==> config.mk <==
export PLATFORM = sky130hd
export DESIGN_NAME = motor_direction_dead_time_fsm_top
export DESIGN_NICKNAME = d
export VERILOG_FILES = /design/src/mdt_pkg.sv /design/src/motor_direction_dead_time_fsm_top.sv /design/src/mdt_ctrl.sv
export SDC_FILE = /design/constraint.sdc
export NUM_CORES = 1
export LEC_CHECK = 0
export BUFFER_PORTS_ARGS = -buffer_cell sky130_fd_sc_hd__buf_2
export CORE_MARGIN = 10
export CORE_UTILIZATION = 55
export CTS_CLUSTER_DIAMETER = 120
export DETAILED_ROUTE_END_ITERATION = 12
export HOLD_SLACK_MARGIN = 0.06
export PLACE_DENSITY = 0.76
export SYNTH_ARGS = -nofsm -noshare
export SYNTH_HDL_FRONTEND = slang
export SYNTH_HIERARCHICAL = 1
export SYNTH_SLANG_ARGS = --single-unit
==> constraint.sdc <==
create_clock -name clock -period 8.33 [get_ports clock]
set_clock_uncertainty 0.2 [all_clocks]
set_input_delay 2.0825 -clock clock [delete_from_list [all_inputs] [get_ports clock]]
set_output_delay 2.0825 -clock clock [all_outputs]
set_load 0.005 [all_outputs]
==> src/mdt_pkg.sv <==
`default_nettype none

package mdt_pkg;

   // operation codes of an input word
   localparam logic [1:0] OP_TICK = 2'd0;
   localparam logic [1:0] OP_SET  = 2'd1;
   localparam logic [1:0] OP_EVAL = 2'd2;

   // motor states
   localparam logic [1:0] ST_IDLE = 2'd0;
   localparam logic [1:0] ST_STOP = 2'd1;
   localparam logic [1:0] ST_POS  = 2'd2;
   localparam logic [1:0] ST_NEG  = 2'd3;

   // dead-time phases
   localparam logic [1:0] PH_IDLE  = 2'd0;
   localparam logic [1:0] PH_START = 2'd1;
   localparam logic [1:0] PH_RUN   = 2'd2;
   localparam logic [1:0] PH_DONE  = 2'd3;

   // bridge commands
   localparam logic [1:0] DRV_OFF = 2'd0;
   localparam logic [1:0] DRV_POS = 2'd1;
   localparam logic [1:0] DRV_NEG = 2'd2;

   // dead-time register
   localparam int          DT_W     = 16;
   localparam logic [15:0] DT_RESET = 16'd100;

   typedef struct packed {
      logic [1:0] operation;
      logic [1:0] target;
      logic       enable;
   } req_item_type;

   typedef struct packed {
      logic [1:0] present_state;
      logic [1:0] target_now;
      logic [1:0] drive;
      logic       dead_time_done;
   } rsp_item_type;

endpackage

`default_nettype wire

==> src/motor_direction_dead_time_fsm_top.sv <==
// Path: an accepted word sits in the input register and moves on to the result
// register, which drives the outputs, when that register is empty or being taken.
// Throughput: one word per cycle unless stalled; state updates once per advance.
// Reset: synchronous, active high; state returns to idle, phase to idle, counter
// to zero, dead time to 100 ticks, and both register stages empty.
`default_nettype none

module motor_direction_dead_time_fsm_top #(
   parameter int COUNT_WIDTH = 16
) (
   input  wire logic        clock,
   input  wire logic        reset,
   input  wire logic        req_valid,
   output logic             req_stall,
   input  wire logic [1:0]  req_operation,
   input  wire logic [1:0]  req_target,
   input  wire logic        req_enable,
   output logic             rsp_valid,
   input  wire logic        rsp_stall,
   output logic [1:0]       rsp_present_state,
   output logic [1:0]       rsp_target_now,
   output logic [1:0]       rsp_drive,
   output logic             rsp_dead_time_done,
   input  wire logic        csr_valid,
   output logic             csr_ready,
   input  wire logic [15:0] csr_wdata
);
   import mdt_pkg::*;

   logic              in_valid_ff;
   req_item_type      in_item_ff;
   logic              out_valid_ff;
   rsp_item_type      out_item_ff;
   rsp_item_type      result;
   logic [DT_W-1:0]   dead_time_ff;
   logic              advance;

   // word moves to the result register when it is empty or being taken
   assign advance   = in_valid_ff && (!out_valid_ff || !rsp_stall);
   assign req_stall = in_valid_ff && !advance;
   assign csr_ready = 1'b1;

   // dead-time register
   always_ff @(posedge clock) begin
      if (reset) begin
         dead_time_ff <= DT_RESET;
      end else if (csr_valid && csr_ready) begin
         dead_time_ff <= csr_wdata;
      end
   end

   // input register
   always_ff @(posedge clock) begin
      if (reset) begin
         in_valid_ff <= 1'b0;
      end else if (!req_stall) begin
         in_valid_ff <= req_valid;
      end
   end

   always_ff @(posedge clock) begin
      if (!req_stall && req_valid) begin
         in_item_ff.operation <= req_operation;
         in_item_ff.target    <= req_target;
         in_item_ff.enable    <= req_enable;
      end
   end

   mdt_ctrl #(
      .COUNT_WIDTH(COUNT_WIDTH)
   ) u_ctrl (
      .clock     (clock),
      .reset     (reset),
      .advance   (advance),
      .item      (in_item_ff),
      .dead_time (dead_time_ff),
      .result    (result)
   );

   // result register
   always_ff @(posedge clock) begin
      if (reset) begin
         out_valid_ff <= 1'b0;
      end else if (advance) begin
         out_valid_ff <= 1'b1;
      end else if (!rsp_stall) begin
         out_valid_ff <= 1'b0;
      end
   end

   always_ff @(posedge clock) begin
      if (advance) begin
         out_item_ff <= result;
      end
   end

   assign rsp_valid          = out_valid_ff;
   assign rsp_present_state  = out_item_ff.present_state;
   assign rsp_target_now     = out_item_ff.target_now;
   assign rsp_drive          = out_item_ff.drive;
   assign rsp_dead_time_done = out_item_ff.dead_time_done;

   // the bridge is driven only in a driving state
   a_drive_follows_state: assert property (@(posedge clock) disable iff (reset)
      rsp_valid |-> ((rsp_drive == DRV_OFF) ==
                     (rsp_present_state == ST_IDLE || rsp_present_state == ST_STOP)))
      else $error("drive does not follow state");

   // driving only after a completed dead time
   a_drive_after_dead_time: assert property (@(posedge clock) disable iff (reset)
      (rsp_valid && (rsp_present_state == ST_POS || rsp_present_state == ST_NEG))
      |-> rsp_dead_time_done)
      else $error("driving without completed dead time");

   // input held back only behind a stalled result
   a_stall_cause: assert property (@(posedge clock) disable iff (reset)
      req_stall |-> (rsp_valid && rsp_stall))
      else $error("input stalled without output back-pressure");

   // both stages empty after reset
   a_reset_empty: assert property (@(posedge clock)
      reset |=> (!rsp_valid && !req_stall))
      else $error("pipeline not empty after reset");

endmodule

`default_nettype wire

==> src/mdt_ctrl.sv <==
`default_nettype none

module mdt_ctrl #(
   parameter int COUNT_WIDTH = 16
) (
   input  wire logic                      clock,
   input  wire logic                      reset,
   input  wire logic                      advance,
   input  wire mdt_pkg::req_item_type     item,
   input  wire logic [mdt_pkg::DT_W-1:0]  dead_time,
   output mdt_pkg::rsp_item_type          result
);
   import mdt_pkg::*;

   localparam logic [COUNT_WIDTH-1:0] CNT_ONE = COUNT_WIDTH'(1);

   logic [1:0]             motor_ff,  motor_in;
   logic [1:0]             target_ff, target_in;
   logic [1:0]             phase_ff,  phase_in;
   logic [COUNT_WIDTH-1:0] remain_ff, remain_in;
   logic                   over_ff,   over_in;
   logic [COUNT_WIDTH-1:0] load_val;
   logic [COUNT_WIDTH-1:0] remain_dec;

   // dead time fitted to the counter, saturating when it does not fit
   generate
      if (COUNT_WIDTH >= DT_W) begin : g_wide
         assign load_val = COUNT_WIDTH'(dead_time);
      end else begin : g_narrow
         assign load_val = (dead_time[DT_W-1:COUNT_WIDTH] != '0) ?
                           {COUNT_WIDTH{1'b1}} : dead_time[COUNT_WIDTH-1:0];
      end
   endgenerate

   assign remain_dec = remain_ff - CNT_ONE;

   // next state for the word at hand
   always_comb begin
      motor_in  = motor_ff;
      target_in = target_ff;
      phase_in  = phase_ff;
      remain_in = remain_ff;
      over_in   = over_ff;
      case (item.operation)
         OP_TICK: begin
            if (remain_ff != '0) begin
               remain_in = remain_dec;
               over_in   = (remain_dec == '0);
            end
         end
         OP_SET: begin
            target_in = item.target;
         end
         OP_EVAL: begin
            // forced stop while disabled
            if (!item.enable) begin
               if (motor_ff != ST_STOP) phase_in = PH_START;
               target_in = ST_STOP;
               motor_in  = ST_STOP;
            end
            case (motor_in)
               ST_IDLE: begin
                  if (target_in != ST_IDLE) begin
                     motor_in = ST_STOP;
                     phase_in = PH_START;
                  end
               end
               ST_STOP: begin
                  // dead-time phase runs first
                  if (phase_in == PH_IDLE || phase_in == PH_START) begin
                     if (load_val == '0) begin
                        over_in   = 1'b1;
                        remain_in = '0;
                     end else begin
                        over_in   = 1'b0;
                        remain_in = load_val;
                     end
                     phase_in = PH_RUN;
                  end
                  if (phase_in == PH_RUN && over_in) begin
                     remain_in = '0;
                     over_in   = 1'b0;
                     phase_in  = PH_DONE;
                  end
                  if (target_in == ST_IDLE) begin
                     motor_in = ST_IDLE;
                  end else if (target_in != ST_STOP && phase_in == PH_DONE) begin
                     motor_in = target_in;
                  end
               end
               default: begin
                  // driving in one direction
                  if (target_in == ST_IDLE) begin
                     motor_in = ST_IDLE;
                     phase_in = PH_START;
                  end else if (target_in != motor_in) begin
                     motor_in = ST_STOP;
                     phase_in = PH_START;
                  end
               end
            endcase
         end
         default: begin
            // unused code: no change
         end
      endcase
   end

   // result of this word, after the update
   always_comb begin
      result.present_state  = motor_in;
      result.target_now     = target_in;
      case (motor_in)
         ST_POS:  result.drive = DRV_POS;
         ST_NEG:  result.drive = DRV_NEG;
         default: result.drive = DRV_OFF;
      endcase
      result.dead_time_done = (phase_in == PH_DONE);
   end

   // state registers
   always_ff @(posedge clock) begin
      if (reset) begin
         motor_ff  <= ST_IDLE;
         target_ff <= ST_IDLE;
         phase_ff  <= PH_IDLE;
         remain_ff <= '0;
         over_ff   <= 1'b0;
      end else if (advance) begin
         motor_ff  <= motor_in;
         target_ff <= target_in;
         phase_ff  <= phase_in;
         remain_ff <= remain_in;
         over_ff   <= over_in;
      end
   end

endmodule

`default_nettype wire

After elaboration in Yosys (flattened, before gate mapping)
Index checks and enable logic that the tools add are counted.
{"block": "word_totals", "reg_bits": 53}
{"block": "classes", "add_sub_neg": 1, "eq_ne": 16, "n_mux": 43, "reduce_logical": 22}
{"cell": "$mux 16", "count": 5}
{"cell": "$mux 2", "count": 23}
{"cell": "$logic_not 16->1", "count": 2}
{"cell": "$pmux 16 s2", "count": 1}
{"cell": "$pmux 2 s2", "count": 4}
{"cell": "$reduce_bool 16->1", "count": 1}
{"cell": "$sub 16x1->16 const B", "count": 1}
{"cell": "$eq 2x2->1 const B", "count": 6}
{"cell": "$ne 2x1->1 const B", "count": 5}
{"cell": "$mux 1", "count": 9}
{"cell": "$logic_not 2->1", "count": 4}
{"cell": "$eq 2x1->1 const B", "count": 3}
{"cell": "$logic_and 1x1->1", "count": 5}
{"cell": "$reduce_and 5->1", "count": 1}
{"cell": "$logic_not 1->1", "count": 4}
{"cell": "$reduce_and 4->1", "count": 1}
{"cell": "$reduce_bool 2->1", "count": 2}
{"cell": "$ne 3x1->1 const B", "count": 1}
{"cell": "$logic_or 1x1->1", "count": 2}
{"cell": "$ne 2x2->1", "count": 1}
{"cell": "$pmux 1 s2", "count": 1}

Depth between registers and ports, before layout
Gate-level depths: netlist (run 1).
{"block": "depth", "word_depth": 22, "ltp_mapped": 9}

Cells and area by module
Netlist (run 1), hierarchy kept.
{"mod": "mdt_ctrl", "n_inst": 1, "cells_per_inst": 253, "area_each_um2": 1873.0}
{"mod": "motor_direction_dead_time_fsm_top", "n_inst": 1, "cells_per_inst": 76, "area_each_um2": 1034.7}

Worst setup path before layout (run 1)
No wires, ideal clock.
{"block": "synth_path", "path_type": "in2out", "startpoint": "input rsp_stall", "endpoint": "output req_stall", "arrival_ns": 2.240, "required_ns": 6.048, "path_slack_ns": 3.808, "cell_stages": 2, "n_path_buf": 0, "cell_sequence": "nand3_1 > inv_1"}
{"block": "synth_via", "elab_chain_len": 5}
{"item": "start, declared", "line_no": "motor_direction_dead_time_fsm_top.sv:19", "text": "input wire logic rsp_stall,"}
{"item": "$logic_not 1->1"}
{"item": "$logic_or 1x1->1", "line_no": "motor_direction_dead_time_fsm_top.sv:39", "text": "assign advance = in_valid_ff && (!out_valid_ff || !rsp_stall);"}
{"item": "$logic_and 1x1->1", "line_no": "motor_direction_dead_time_fsm_top.sv:39"}
{"item": "$logic_not 1->1", "line_no": "motor_direction_dead_time_fsm_top.sv:40", "text": "assign req_stall = in_valid_ff && !advance;"}
{"item": "$logic_and 1x1->1", "line_no": "motor_direction_dead_time_fsm_top.sv:40"}
{"item": "end, declared", "line_no": "motor_direction_dead_time_fsm_top.sv:14", "text": "output logic req_stall,"}
No other way between the ends.

Final worst setup path (run 1)
Ends and elaborated chain as after synthesis.

==> summary.txt, run 1 <==
Run status
  – Status: completed

Global routing
  – GR Overflow Total: 0
  – Vias in the first global route: 2284
  – Pin count of the biggest net entering global routing: 43
  – First-pass GRT wire length: 10900 microns
  – GRT Total Usage: between 10% and 20%
  – Initial antenna violation count: 0

Clock tree
  – CTS root buffer: clkbuf_8
  – Clk_lat worst skew: roughly 0.30 ns
  – # Post-CTS Setup Buffers: 0
  – Clk pin slew, worst setup/hold paths: around 0.090 ns
  – Total CTS buffers: 5
  – Num Clock Sinks: 53
  – Clk buf depth: 2
  – H-tree Lvls: 2
  – Post-cts hold buffer count: 0
  – Post-CTS sizing: 0
  – CTS tree: built

Logic synthesis
  – Xor/xnor share of the synthesized area: under 10%
  – Post-synth ARST share: 0%
  – Sequential share of the synthesized area: between 40% and 50%
  – Commonest cells post-synth: 51 x nor2_1, 41 x dfxtp_1, 20 x a21oi_1
  – Area share of the largest cell type after synthesis: between 20% and 30%
  – Synthesized Nets: 360
  – Post-Syn Area: 2910 sq um
  – Most common cell in the netlist: nor2_1
  – EDFF count, synth: 12
  – #FFs+latches synth: 53
  – Synth Area in Adders: under 10%
  – Synth cell types: between 50 and 60
  – Yosys warning count: 6
  – Post-Synthesis Cells: about 330
  – Synth Area in Compound Gates: a little over a fifth
  – Ys flop type: dfxtp_1
  – Simple-Gate Fraction of Synth Area: between 20% and 30%
  – Mux contribution to synthesized area: about 5.5%
  – Syn Area/Cell: approximately 8.8 sq um
  – Main combinational cell family by area after synthesis: simple AND/OR/NAND/NOR gates
  – Synth top area cells: dfxtp_1 28%, edfxtp_1 12%, nor2_1 6.6%
  – Largest area contributor in the netlist: dfxtp_1

Cells and area
  – Final Non-Filler Cells: roughly 420
  – Final nets: ~380
  – Antenna Cells: 0
  – Area growth syn-to-layout: 8.86%
  – Fillers: roughly 480
  – Finished Cell Area: between 3000 and 4000 sq um
  – Share of cells above drive strength 1: between 10% and 20%

Worst setup path
  – Worst R2R Setup Slack: around 5.3 ns
  – Reg2reg start: in_item_ff[3]$_DFFE_PP_
  – Req. time, crit path: 6.05 ns
  – Worst reg2reg path depth: 6
  – Critical Path Sink Type: output pin
  – CP most frequent cell: buf_2
  – Crit-path leading delay family: buffers and inverters
  – Crit path cell chain: buf_2, nand3_1, inv_1, buf_2
  – WP data arrival: 2.48 ns
  – Slowest stage delay, CP: between 0.1 and 0.15 ns
  – CP max FO: 3
  – Setup CP Type: in -> out
  – WP buf/inv: 3
  – CP Launch Type: input port
  – R2R Path End: u_ctrl/remain_ff[13]$_SDFFE_PP0P_
  – Crit path max-delay cell type: buf_2

Worst hold path
  – Hold Crit Class: reg -> reg
  – Hold path depth: 2
  – Worst hold start: u_ctrl/remain_ff[11]$_SDFFE_PP0P_
  – Hold Path End: u_ctrl/remain_ff[11]$_SDFFE_PP0P_

Placement
  – Dpl cells: between 400 and 500
  – Placement Setup Slack: 3.56 ns
  – Placer congestion estimate: 0.911
  – Placement Cell Area: a little over 3000 sq um
  – PortBufs: 34
  – Dpl hpwl: approximately 4600 microns

STA
  – Setup TNS: 0 ns
  – Unrepaired setup endpoints after global routing: false
  – Achievable Freq: 210 MHz
  – Slew @ Worst Pin: slightly above 0.9 ns
  – Setup violators final: 0
  – Hold slack: between 0.2 and 0.3 ns
  – Slew headroom: around 39%
  – Final period util: roughly 57%
  – Final-report hold violation count: 0
  – Final Max Tran Viols: 0
  – PnR worst setup slack: about 3.6 ns
  – Final min period: around 4.8 ns

Flow run
  – Max-cap violation count: 0

Drt
  – Via count: roughly 2500
  – Final ANT Viol Nets: 0
  – WL/cell: around 16 microns
  – DR iter-0 viols: about 370
  – Vias per cell: about 6.0
  – DRC: 0
  – Drt pass-1 iters: 5
  – Routed WL: 6670 microns

Pwr
  – Leak Pwr: around 1.3 nW
  – VDD IR max: about 0.12 mV
  – PD cells: roughly 180 nW/um^2

Floorplan
  – Area of the die: 8600 sq um
  – Rows: 26
  – Die width: between 90 and 100 microns
  – Ports: 36
  – Chip height: roughly 93 microns
  – Initial Util: 56.9%
  – Core area: 5110 sq um
[registers in the layout, summed over array words and instances (netlist names)]
name,cells
u_ctrl/over_ff,1
u_ctrl/phase_ff,2
u_ctrl/remain_ff,16
rsp_target_now,2
dead_time_ff,16
u_ctrl/target_ff,2
u_ctrl/motor_ff,2
rsp_present_state,2
in_item_ff,5
in_valid_ff,1
rsp_drive,2
rsp_dead_time_done,1
rsp_valid,1
[cells by family (layout without fill, tap and decap cells)]
family,count (synthesis),in the layout
and+or+nand+nor,121,121
AOI/OAI and AO/OA,86,86
DFF,53,53
buffers and inverters,37,57
muxes,16,16
xor gates and xnor gates,10,10
adders and majority gates,5,5
other,1,1
[per-stage QoR]
stage	util [%]	total power [mW]
5_1_grt	62.0	0.610
3_3_place_gp	59.8	0.409
4_1_cts	62.0	0.584
2_1_floorplan	-	0.385
3_5_place_dp	59.8	0.412
6_report	62.0	0.583
[worst min-delay path: cells and delay by family, from the launching register on]
family	cells	cell delay [ns]
AO/OA/AOI/OAI	2	0.13
flip-flops	1	0.32
[routing by layer]
layer	track usage [%]	share of wire [%]	vias to the layer above
li1	-	-	1239
met1	21.2	48	1175
met2	22.5	44	104
met3	4.20	7.2	6
met4	4.11	0.91	0
met5	0	0	-
[cells in the final DEF (no fill, tap or decap), types with 6 or more instances in the layout]
| master | n |
|---|---|
| nor2_1 | 51 |
| dfxtp_1 | 41 |
| buf_2 | 34 |
| a21oi_1 | 20 |
| mux2i_1 | 16 |
| nor3_1 | 14 |
| inv_1 | 13 |
| edfxtp_1 | 12 |
| nand2_1 | 10 |
| o21ai_0 | 9 |
| a211oi_1 | 9 |
| nor2b_1 | 7 |
| xnor2_1 | 7 |
| o21ai_1 | 7 |
| a221oi_1 | 6 |
| nand3b_1 | 6 |
[how the worst max path moves through the flow]
| stage | from | endpoint | cells past startpoint |
|---|---|---|---|
| 2_1_floorplan | rsp_stall | req_stall | 2 |
| 3_3_place_gp | rsp_stall | req_stall | 4 |
| 3_5_place_dp | rsp_stall | req_stall | 4 |
| 4_1_cts | rsp_stall | req_stall | 4 |
| 5_1_grt | rsp_stall | req_stall | 4 |
| 6_report | rsp_stall | req_stall | 4 |
[cell type report]
class | count | area, sq um | share of cell area [%]
multi-input cells | 239 | 1550 | 49.0
clock inverters | 2 | 38.8 | 1.23
inverters | 13 | 48.8 | 1.54
clock buffers | 6 | 72.6 | 2.29
repair buffers | 36 | 185 | 5.85
flip-flops and latches | 53 | 1180 | 37.3
well taps | 70 | 87.6 | 2.77
[report_power, final]
group	internal (mW)	leakage [nW]	switching, mW
clock network	0.0903	0.0554	0.0840
registers	0.276	0.453	0.0150
logic	0.0501	0.750	0.0674
total	0.417	1.26	0.166
(Power assumes the default switching activity.)
==> inputs of run 2 (changes only) <==
Settings changed: CORE_UTILIZATION 55 to 52.
Clock period 8.33 ns to 3.9 ns, I/O delays scaled along.
==> run 2 against run 1 <==
Against the previous run: die area increased by 4.5%; critical path depth is 2 higher; combinational power is 110% higher; total power up 100%; largest cell class unchanged; setup slack lost 2.7 ns; sequential share of layout area increased by 0.18 points; clock-buffer cell count did not move; first-iteration DRC count shrank 46%; flip-flop and latch count unchanged; core utilization down 4.4 points; sequential power grew 110%.
==> summary.txt, run 2 (same netlist as run 1, synthesis figures left out) <==
Cells and area
  – Share of cells above drive strength 1: 15.4% (+0.24 points)
  – Final Util: 57.6% (-4.4 points)
  – Final nets: 380 (+0.26%)
  – Antenna Cells: 0 (unchanged)
  – Area growth syn-to-layout: 8.35%
  – Most common cell after layout, fill and taps aside: nor2_1
  – Largest regs: dead_time_ff: 16 flops, u_ctrl/remain_ff: 16 flops, in_item_ff: 5 flops
  – Most frequent cells in the layout: 51 x nor2_1, 41 x dfxtp_1, 34 x buf_2, 20 x a21oi_1, 16 x mux2i_1

Drt
  – Final ANT Viol Nets: 0 (unchanged)
  – Routed WL: 6590 microns (-1.1%)
  – Vias per cell: 5.98 (-0.75%)
  – DR iter-0 viols: 199 (-46%)
  – Drt pass-1 iters: 4 (-1)
  – Via count: 2523 (-0.040%)
  – WL/cell: 15.6 microns (-1.8%)
  – DRC: 0 (unchanged)

Pwr
  – Int Power: 0.825 mW (+98%)
  – Clock Power Share: 26.2% (-3.7 points)
  – NetSw: 0.360 mW (+120%)
  – Switch share: 30.4% (+1.9 points)
  – Leak Pwr: 1.25 nW (-0.70%)
  – Seq pwr share: 52.5% (+2.5 points)
  – Comb power frac: 21.2% (+1.0 points)
  – PD cells: 376 nW/um^2 (+100%)
  – VDD IR max: 0.275 mV (+140%)

Worst setup path
  – Req. time, crit path: 3.92 ns (-2.13 ns)
  – CP Launch Type: register
  – WP data arrival: 3.03 ns (+0.55 ns)
  – Critical Path Sink Type: register
  – Setup CP Type: reg -> reg
  – CP max FO: 22 (+19)

STA
  – Final-report hold violation count: 0 (unchanged)
  – Achievable Freq: around 330 MHz
  – Slew @ Worst Pin: 0.909 ns (-0.0100 ns)
  – Unrepaired setup endpoints after global routing: false
  – Setup violators final: 0 (unchanged)
  – Final min period: 3.02 ns
  – Final period util: between 70% and 80%
  – Slew headroom: 39.2% (+0.67 points)
  – Setup TNS: 0 ns (unchanged)
  – Final Max Tran Viols: 0 (unchanged)

Floorplan
  – Ports: 36 (unchanged)
  – Area of the die: 8980 sq um (+4.5%)
  – Initial Util: 53.1% (-3.8 points)
  – Rows: 27 (+3.8%)
  – Die width: 94.8 microns (+2.2%)
  – Chip height: 94.8 microns (+2.2%)
  – Core area: 5470 sq um (+7.2%)

Flow run
  – Max-cap violation count: 0 (unchanged)

Clock tree
  – Total CTS buffers: 5 (unchanged)
  – # Post-CTS Setup Buffers: 0 (unchanged)
  – CTS root buffer: clkbuf_8
  – Num Clock Sinks: 53 (unchanged)
  – Clk_lat worst skew: 0.31 ns (about the same)
  – CTS tree: built
  – Clk buf depth: 2 (unchanged)
  – H-tree Lvls: 2 (unchanged)
  – Clk pin slew, worst setup/hold paths: 0.09 ns (about the same)
  – Post-CTS sizing: 0 (unchanged)
  – Post-cts hold buffer count: 0 (unchanged)

Run status
  – Status: completed

Global routing
  – GRT Total Usage: 14.5% (-0.72 points)
  – GR Overflow Total: 0 (unchanged)
  – Vias in the first global route: 2343 (+2.6%)
  – Initial antenna violation count: 0 (unchanged)
  – First-pass GRT wire length: 10700 microns (-2.2%)
  – Pin count of the biggest net entering global routing: 42 (-2.3%)

Placement
  – Placer congestion estimate: 0.869 (-4.5%)
  – Dpl hpwl: 4700 microns (+2.3%)
  – PortBufs: 34 (unchanged)

Worst hold path
  – Hold Crit Class: reg -> reg
[run 2: changes by cell type in the layout (fill, tap and decap cells not counted), sizes merged]
| cell | delta |
|---|---|
| buf | +1 |
| bufinv | -1 |
| clkinvlp | +1 |
| clkinv | -1 |
| inv | +1 |
[run 2: routing by layer]
metal  global-route usage [%]  wire, microns  up-vias
met2                     23.1           3000       91
met4                     4.61            106        0
met5                        0              0        -
met1                     18.6           3050     1189
li1                         -              -     1233
met3                     3.89            441       10
[run 2: worst paths after layout]
check,slack (ns),endpoint,startpoint,cells after the start
worst min-delay path,0.30,rsp_valid$_SDFFE_PP0P_,in_valid_ff$_SDFFE_PP0N_,2
worst min register to register,0.30,rsp_valid$_SDFFE_PP0P_,in_valid_ff$_SDFFE_PP0N_,2
worst max-delay path,0.88,u_ctrl/remain_ff[0]$_SDFFE_PP0P_,in_item_ff[3]$_DFFE_PP_,6
worst max register to register,0.88,u_ctrl/remain_ff[0]$_SDFFE_PP0P_,in_item_ff[3]$_DFFE_PP_,6
[run 2: cell type report]
class	instances	area [sq um]
fillers	524	2320
multi-input cells	239	1550
flip-flops and latches	53	1180
repair buffers	37	193
well taps	72	90.1
clock buffers	6	72.6
inverters	13	48.8
clock inverters	2	13.8
[run 2: power groups by stage]
| stage | Clock (mW) | Sequential [mW] | Combinational [mW] |
|---|---|---|---|
| floorplan | 0 | 0.621 | 0.202 |
| global placement | 0 | 0.633 | 0.244 |
| detailed placement | 0 | 0.634 | 0.248 |
| finish | 0.311 | 0.622 | 0.252 |
| global route | 0.338 | 0.626 | 0.278 |
| CTS | 0.319 | 0.621 | 0.250 |
[run 2: worst max-delay path, cell delays in order (launching register included)]
cell,delay [ns]
edfxtp_1,0.41
inv_1,0.10
ha_1,0.71
o41ai_2,0.25
nor2_1,0.75
a221oi_1,0.20
a211oi_1,0.30
[run 2: through the flow]
stage | instance area (sq um) | worst slack [ns] | std cells | hold slack [ns] | total power [mW]
after floorplan | 2910 | 0.663 | 329 | 0.253 | 0.823
after global placement | 3060 | 1.02 | 414 | 0.263 | 0.877
after detailed placement | 3060 | 1.01 | 414 | 0.274 | 0.882
after CTS | 3150 | 0.924 | 422 | 0.298 | 1.19
after global routing | 3150 | 0.669 | 422 | 0.337 | 1.24
final | 3150 | 0.885 | 422 | 0.296 | 1.19
